$ cat src/sv/gsp_pkg.sv
// ----------------------------------------------------------------------------
// gsp_pkg
// Types and constants shared by the grid segment projector modules.
// ----------------------------------------------------------------------------
package gsp_pkg;

    // Configuration register indexes.
    localparam int CFG_IDX_W = 3;
    localparam logic [CFG_IDX_W-1:0] CFG_ROT_Z    = 3'd0;
    localparam logic [CFG_IDX_W-1:0] CFG_ROT_X    = 3'd1;
    localparam logic [CFG_IDX_W-1:0] CFG_ROT_Y    = 3'd2;
    localparam logic [CFG_IDX_W-1:0] CFG_TILT     = 3'd3;
    localparam logic [CFG_IDX_W-1:0] CFG_SCALE    = 3'd4;
    localparam logic [CFG_IDX_W-1:0] CFG_OFFSET_X = 3'd5;
    localparam logic [CFG_IDX_W-1:0] CFG_OFFSET_Y = 3'd6;

    localparam logic [23:0] WHITE_RGB = 24'hffffff;

    // Register stages from the accepting edge to the result strobe.
    localparam int LATENCY = 7;

    // Width of a rotated grid coordinate in Q14.
    localparam int ROT_W   = 28;
    // Width of a height product (16 x 16 signed).
    localparam int HPROD_W = 32;
    // Width of a screen coordinate before truncation to the port.
    localparam int COORD_W = 33;

    typedef struct packed {
        logic signed [15:0] sx;
        logic signed [15:0] cx;
        logic signed [15:0] sy;
        logic signed [15:0] cy;
        logic               tilt;
        logic        [7:0]  scale;
        logic signed [15:0] ox;
        logic signed [15:0] oy;
    } t_cfg;

endpackage

$ cat src/sv/gsp_point.sv
// ----------------------------------------------------------------------------
// gsp_point
// Tilt, scale, round and offset pipeline for one segment endpoint.
// ----------------------------------------------------------------------------
module gsp_point (
    input  logic                                  i_clk,
    input  gsp_pkg::t_cfg                         i_cfg,
    input  logic signed [gsp_pkg::ROT_W-1:0]      i_x,
    input  logic signed [gsp_pkg::ROT_W-1:0]      i_y,
    input  logic signed [gsp_pkg::HPROD_W-1:0]    i_hcx,
    input  logic signed [gsp_pkg::HPROD_W-1:0]    i_hsy,
    output logic signed [gsp_pkg::COORD_W-1:0]    o_x,
    output logic signed [gsp_pkg::COORD_W-1:0]    o_y
);

    localparam int MUL_W  = 44;
    localparam int V_W    = 47;
    localparam int P_W    = 56;
    localparam int FRAC   = 28;
    localparam int INT_W  = P_W - FRAC;
    localparam logic signed [P_W-1:0] HALF = 56'sd134217728;

    // Stage A: tilt products.
    logic signed [MUL_W-1:0]            r_xm, r_ym;
    logic signed [gsp_pkg::ROT_W-1:0]   r_x0, r_y0;
    logic signed [gsp_pkg::HPROD_W-1:0] r_hcx, r_hsy;
    // Stage B: Q28 value.
    logic signed [V_W-1:0]              r_vx, r_vy;
    // Stage C: scaled value.
    logic signed [P_W-1:0]              r_px, r_py;
    // Stage D: rounded coordinate plus offset.
    logic signed [gsp_pkg::COORD_W-1:0] r_cx, r_cy;

    logic signed [MUL_W-1:0]            n_xm, n_ym;
    logic signed [V_W-1:0]              n_vx, n_vy;
    logic signed [P_W-1:0]              n_px, n_py, scale_x, sum_x, sum_y;
    logic signed [gsp_pkg::COORD_W-1:0] n_cx, n_cy;

    always_comb begin
        n_xm = MUL_W'(i_x) * MUL_W'(i_cfg.cy);
        n_ym = MUL_W'(i_y) * MUL_W'(i_cfg.sx);

        // With tilt off the Q14 value is lifted to Q28 so one rounder serves both.
        if (i_cfg.tilt) begin
            n_vx = V_W'(r_xm) - (V_W'(r_hsy) <<< 14);
            n_vy = V_W'(r_ym) - (V_W'(r_hcx) <<< 14);
        end else begin
            n_vx = V_W'(r_x0) <<< 14;
            n_vy = V_W'(r_y0) <<< 14;
        end

        scale_x = $signed({{(P_W-8){1'b0}}, i_cfg.scale});
        n_px    = P_W'(r_vx) * scale_x;
        n_py    = P_W'(r_vy) * scale_x;

        // Adding one half and dropping the fraction rounds half upward.
        sum_x = r_px + HALF;
        sum_y = r_py + HALF;
        n_cx  = gsp_pkg::COORD_W'($signed(sum_x[P_W-1:FRAC]))
              + gsp_pkg::COORD_W'(i_cfg.ox);
        n_cy  = gsp_pkg::COORD_W'($signed(sum_y[P_W-1:FRAC]))
              + gsp_pkg::COORD_W'(i_cfg.oy);
    end

    always_ff @(posedge i_clk) begin
        r_xm  <= n_xm;
        r_ym  <= n_ym;
        r_x0  <= i_x;
        r_y0  <= i_y;
        r_hcx <= i_hcx;
        r_hsy <= i_hsy;
        r_vx  <= n_vx;
        r_vy  <= n_vy;
        r_px  <= n_px;
        r_py  <= n_py;
        r_cx  <= n_cx;
        r_cy  <= n_cy;
    end

    assign o_x = r_cx;
    assign o_y = r_cy;

    // INT_W documents the integer part kept by the rounder.
    if (INT_W != gsp_pkg::ROT_W) begin : g_bad_width
        $error("gsp_point: integer width mismatch");
    end

endmodule

$ cat config.mk
export PLATFORM = sky130hd
export DESIGN_NAME = gsp_point
export DESIGN_NICKNAME = d
export VERILOG_FILES = /design/src/sv/gsp_pkg.sv /design/src/sv/gsp_point.sv
export SDC_FILE = /design/constraint.sdc
export NUM_CORES = 2
export LEC_CHECK = 0
export ABC_AREA = 1
export CAP_MARGIN = 20
export CORE_MARGIN = 1.5
export CORE_UTILIZATION = 40
export DETAILED_ROUTE_END_ITERATION = 8
export DONT_BUFFER_PORTS = 1
export PLACE_DENSITY_LB_ADDON = 0.12
export RECOVER_POWER = 100
export SLEW_MARGIN = 25
export SYNTH_ARGS = -nofsm -noshare
export SYNTH_HDL_FRONTEND = slang
export SYNTH_SLANG_ARGS = --single-unit
$ cat constraint.sdc
create_clock -name i_clk -period 16.64 [get_ports i_clk]
set_clock_uncertainty 0.1 [all_clocks]
set_input_delay 1.664 -clock i_clk [delete_from_list [all_inputs] [get_ports i_clk]]
set_output_delay 1.664 -clock i_clk [all_outputs]
set_load 0.005 [all_outputs]
# --- Yosys cells after proc, flatten, opt, wreduce, memory -nomap -nowiden ---
# Cells that the tools add are included.
totals:
  register_bits: 480
  in_bits: 226
classes:
  n_addsub: 6
  n_mux: 2
  multipliers: 4
ops:
  columns: ["operator", "n"]
  rows:
  - ["adder 56 x 29 -> 56 bit (second input constant)", 2]
  - ["multiplier 47 x 9 -> 56 bit", 2]
  - ["two-way mux 47 bit", 2]
  - ["subtractor 44 x 46 -> 47 bit", 2]
  - ["multiplier 28 x 16 -> 44 bit", 2]
  - ["adder 28 x 16 -> 29 bit", 2]

# --- Depth between registers and ports, before layout ---
depth:
  ltp_word: 2
  depth_mapped: 29
  mapped_depth_nobuf: 27

# --- Worst setup path after synthesis ---
# Ideal clock, no wire load.
synth_timing:
  path_kind: "input-to-reg"
  from: "in i_cfg[45] (netlist name)"
  to: "reg r_xm[42]"
  path_buffers: 2
  setup_time_ps: 113
  path_stages: 20
  required_time_ps: 16427
  arrival_time_ps: 6883
  path_slack_ps: 9544
  path_cell_list: "clkbuf_1 -> clkbuf_1 -> nand2_1 -> fa_1 -> inv_1 -> fa_1 -> fa_1 -> fa_1 -> inv_1 -> fa_1 -> inv_1 -> fa_1 -> ha_1 -> inv_1 -> nor3_1 -> nand2_1 -> nor3_1 -> nand3_1 -> nand4_1 -> nand2_1"
synth_via:
  elab_chain_cells: 1
synth_lines:
  columns: ["element", "line", "rtl"]
  rows:
  - ["start: declaration", "gsp_point.sv:7", "input gsp_pkg::t_cfg i_cfg,"]
  - ["multiplier 28 x 16 -> 44 bit", "gsp_point.sv:40", "n_xm = MUL_W'(i_x) * MUL_W'(i_cfg.cy);"]
  - ["named net n_xm[42]", "gsp_point.sv:34", "logic signed [MUL_W-1:0] n_xm, n_ym;"]
  - ["end signal: assignment", "gsp_point.sv:66", "r_xm <= n_xm;"]
  - ["end: declaration", "gsp_point.sv:24", "logic signed [MUL_W-1:0] r_xm, r_ym;"]
# The timed path passes the listed nets, and every way through them passes these cells.
# A chain may end at the register's enable or synchronous reset.

# --- Worst setup path in the final report ---
layout_timing:
  from: "in i_cfg[104] (netlist name)"
  to: "reg r_ym[28]"
layout_via:
  elab_chain_cells: 1
layout_lines:
  columns: ["element", "line", "rtl"]
  rows:
  - ["multiplier 28 x 16 -> 44 bit", "gsp_point.sv:41", "n_ym = MUL_W'(i_y) * MUL_W'(i_cfg.sx);"]
  - ["named net n_ym[28]", "gsp_point.sv:34", null]
  - ["end signal: assignment", "gsp_point.sv:67", "r_ym <= n_ym;"]
  - ["end: declaration", "gsp_point.sv:24", null]
# The timed path passes the listed nets, and every way through them passes these cells.

==> impl_table.tex <==
\begin{tabular}{lr}
\hline
Metric & Value \\
\hline
\multicolumn{2}{l}{\textbf{Clocking}} \\
H-tree Lvls & 2 \\
Hold buffer count at cts & 0 \\
Worst-skew pair later-pin latency & 0.71 ns \\
Number of buffers inserted to repair setup after CTS & 0 \\
Clock net sink count & 418 \\
Clock transition at the registers of the reported paths & 0.06 ns \\
Clock Tree Root & clkbuf\_16 \\
Post-cts sizing count & 0 \\
Buffer levels on the longest clock path & 3 \\
TritonCTS clock tree & done \\
Number of buffers created by CTS & 56 \\
\multicolumn{2}{l}{\textbf{Critical path}} \\
CP Data Arrival Time & 8.23 ns \\
Kind of critical path & in -> reg \\
Launch instance of the worst register-to-register path & r\_vx[46] \\
Startpoint kind of the worst setup timing path & primary input \\
Flop-to-flop setup slack & 11.20 ns \\
Kind of capture point of the worst setup path & flip-flop \\
Required time worst endpoint & 17.10 ns \\
R2R Path End & r\_px[50] \\
Largest fanout on the critical path & 29 \\
Cell depth of the worst flop-to-flop path & 16 \\
\multicolumn{2}{l}{\textbf{Place}} \\
Global placer's final weighted congestion & 0.946 \\
DP Wirelength & 207,000 µm \\
Quantity of I/O buffers inserted on ports & 0 \\
\multicolumn{2}{l}{\textbf{Job}} \\
Maximum Capacitance Violations & 2 \\
\multicolumn{2}{l}{\textbf{Floorplan}} \\
Top-level I/O count & 292 \\
Die Area & 0.202 mm² \\
Effective utilization at floorplan & 0.404 \\
Core area & 0.198 mm² \\
Chip Width & 450 µm \\
Height of the die & 450 µm \\
Total number of placement rows & 163 \\
\multicolumn{2}{l}{\textbf{STA}} \\
Final hold violations & 0 \\
Period minus WS final & 7.77 ns \\
Transition time at the pin with the least slew margin & 2.06 ns \\
Max-slew headroom & -0.374 \\
Unrepaired setup endpoints after global routing & false \\
Final Max Slew Viols & 72 \\
Fin crit share & 0.467 \\
Endpoints failing setup & 0 \\
Fin Setup TNS & 0 ns \\
Maximum clock frequency & 129 MHz \\
\multicolumn{2}{l}{\textbf{Cells and area}} \\
Synthesis-to-finish area growth & 4.53\% \\
Most frequent standard cell in the layout excluding fill and tap cells & inv\_1 \\
Final \#Nets & 12,900 \\
Fill count & 20,900 \\
Area used by sequential logic in the layout & 0.00837 mm² \\
Most frequent cells in the layout & 3,188 x inv\_1, 2,810 x nand2\_1, 1,438 x fa\_1 \\
Multi-input logic area & 0.0579 mm² \\
Fraction of layout cells with a size suffix above 1 & 0.0115 \\
\multicolumn{2}{l}{\textbf{Drt}} \\
Routed WL per cell & 18.3 µm \\
Drt first pass iters & 5 \\
Final WL & 245,000 µm \\
Detailed Route Iter0 Violations & 3,899 \\
DRC violation count after routing & 0 \\
Via count & 64,900 \\
Post-detailed-route count of antenna-violating nets & 0 \\
Vias per cell & 4.86 \\
\multicolumn{2}{l}{\textbf{Synthesis}} \\
Yosys warns & 0 \\
Share of synthesized area occupied by flip-flops and latches & 0.105 \\
Post-Synthesis Mean Instance Area & 7.27 µm² \\
Gate count of the mapped netlist & 11,000 \\
Largest area contributor in the synthesized netlist & fa\_1 \\
Async set or reset register ratio after synthesis & 0 \\
EDFF count, synth & 0 \\
Cells taking the most area after synthesis & fa\_1 36\%, inv\_1 15\%, nand2\_1 13\%, dfxtp\_1 10\%, ha\_1 8.6\% \\
Most used DFF post-synth & dfxtp\_1 \\
Flop and latch count out of synthesis & 418 \\
Number of distinct library cells after synthesis & 50 \\
Total nets after synthesis & 13,200 \\
Total standard cell area after synthesis & 0.0799 mm² \\
Portion of synthesized cell area occupied by the leading cell type & 0.360 \\
\multicolumn{2}{l}{\textbf{Worst hold path}} \\
Min-Delay Path Class & reg -> reg \\
Hold path startpoint & r\_ym[2] \\
Instance count along the most critical hold path & 2 \\
Hold worst-path end & r\_vy[2] \\
\multicolumn{2}{l}{\textbf{Global routing}} \\
Vias in the first global route & 68,000 \\
Wire length of the first global-routing pass & 388,000 µm \\
Overflow left after global routing & 0 \\
Pin count of the biggest net entering global routing & 95 \\
Overall routing resource usage & 0.245 \\
Number of antenna violations at the first check in global routing & 18 \\
\multicolumn{2}{l}{\textbf{Run status}} \\
Failing checks & capacitance limit, slew limit \\
Status & finished with violations \\
\hline
\end{tabular}
-- flip-flops by register name (all words and copies together) (netlist names) --
name / flops
o_x: 29
o_y: 29
r_hcx: 32
r_hsy: 32
r_px: 29
r_py: 29
r_vx: 47
r_vy: 47
r_x0: 28
r_xm: 44
r_y0: 28
r_ym: 44
-- critical path: stages --
cell and delay, ns:
inv_1 0.03, clkbuf_1 1.30, or2_2 0.30, fa_1 0.43, fa_1 0.50, inv_1 0.06
fa_1 0.50, fa_1 0.44, fa_1 0.49, inv_1 0.05, fa_1 0.47, inv_1 0.04
ha_1 0.35, a21oi_1 0.31, o21ai_0 0.19, nor2_1 0.24, o21ai_0 0.18, nand2_1 0.13
nand2_1 0.17, nand2_1 0.14, nand2_1 0.06, nand2_1 0.06, nand2_1 0.11
-- cells by family (layout without fill, tap and decap cells) --
family	after synthesis	in the layout	synth area share
buffers and inverters	3579	3295	0.170
flip-flops	418	418	0.105
other	0	13	0
XOR/XNOR	227	227	0.0249
adder cells (fa/ha/maj)	1988	1988	0.446
AND/OR/NAND/NOR	3970	3970	0.199
AO/OA/AOI/OAI	806	806	0.0554
-- how the worst max path moves through the flow --
| stage | from | cells after the start | to |
|---|---|---|---|
| 2_1_floorplan | i_cfg[45] | 20 | r_xm[42] |
| 3_3_place_gp | i_cfg[56] | 21 | r_xm[27] |
| 3_5_place_dp | i_cfg[56] | 20 | r_xm[42] |
| 4_1_cts | i_cfg[56] | 20 | r_xm[42] |
| 5_1_grt | i_cfg[104] | 23 | r_ym[28] |
| 6_report | i_cfg[104] | 23 | r_ym[28] |
-- cells in the mapped netlist, drive strengths merged (2+ instances only) --
library cell / count
a21boi: 24
o21bai: 45
xor2: 147
clkbuf: 335
xnor2: 80
nand3: 294
o211a: 2
nand4: 74
buf: 56
nand2: 2813
and3: 9
and2: 4
fa: 1438
ha: 550
a31oi: 41
a21o: 34
o211ai: 3
nor4: 30
a21oi: 357
nand3b: 16
inv: 3187
nor2: 626
dfxtp: 418
nor3: 85
o21ai: 279
or2: 16
o21a: 15
o31ai: 4
-- per-stage QoR --
step	util	cell area, µm²	hold WS, ns	setup slack (ns)	cells
2_1_floorplan	-	79900	0.290	9.54	11000
3_3_place_gp	0.413	81600	0.300	8.84	13200
3_5_place_dp	0.413	81600	0.295	9.19	13200
4_1_cts	0.422	83600	0.311	9.94	13300
5_1_grt	0.422	83500	0.333	8.57	13400
6_report	0.422	83500	0.312	8.87	13400
-- final cells by class --
cell class | count | area share
sequential | 418 | 0.100
multi-input combinational | 6991 | 0.693
clock buffer | 63 | 0.0175
antenna | 13 | 0.000389
tap | 2640 | 0.0395
clock inverter | 42 | 0.00602
inverter | 3188 | 0.143
timing repair buffer | 2 | 0.0000899
-- metal layers --
layer,global-route usage,up-vias,wire (µm)
met4,0.0604,8,6500
li1,-,31000,-
met2,0.408,1455,114000
met5,0,-,55
met1,0.335,32200,112000
met3,0.0319,254,12300
Power is left out: the tool's default activity adds up to more than one toggle a clock period on the data nets, which glitch-free logic cannot reach.
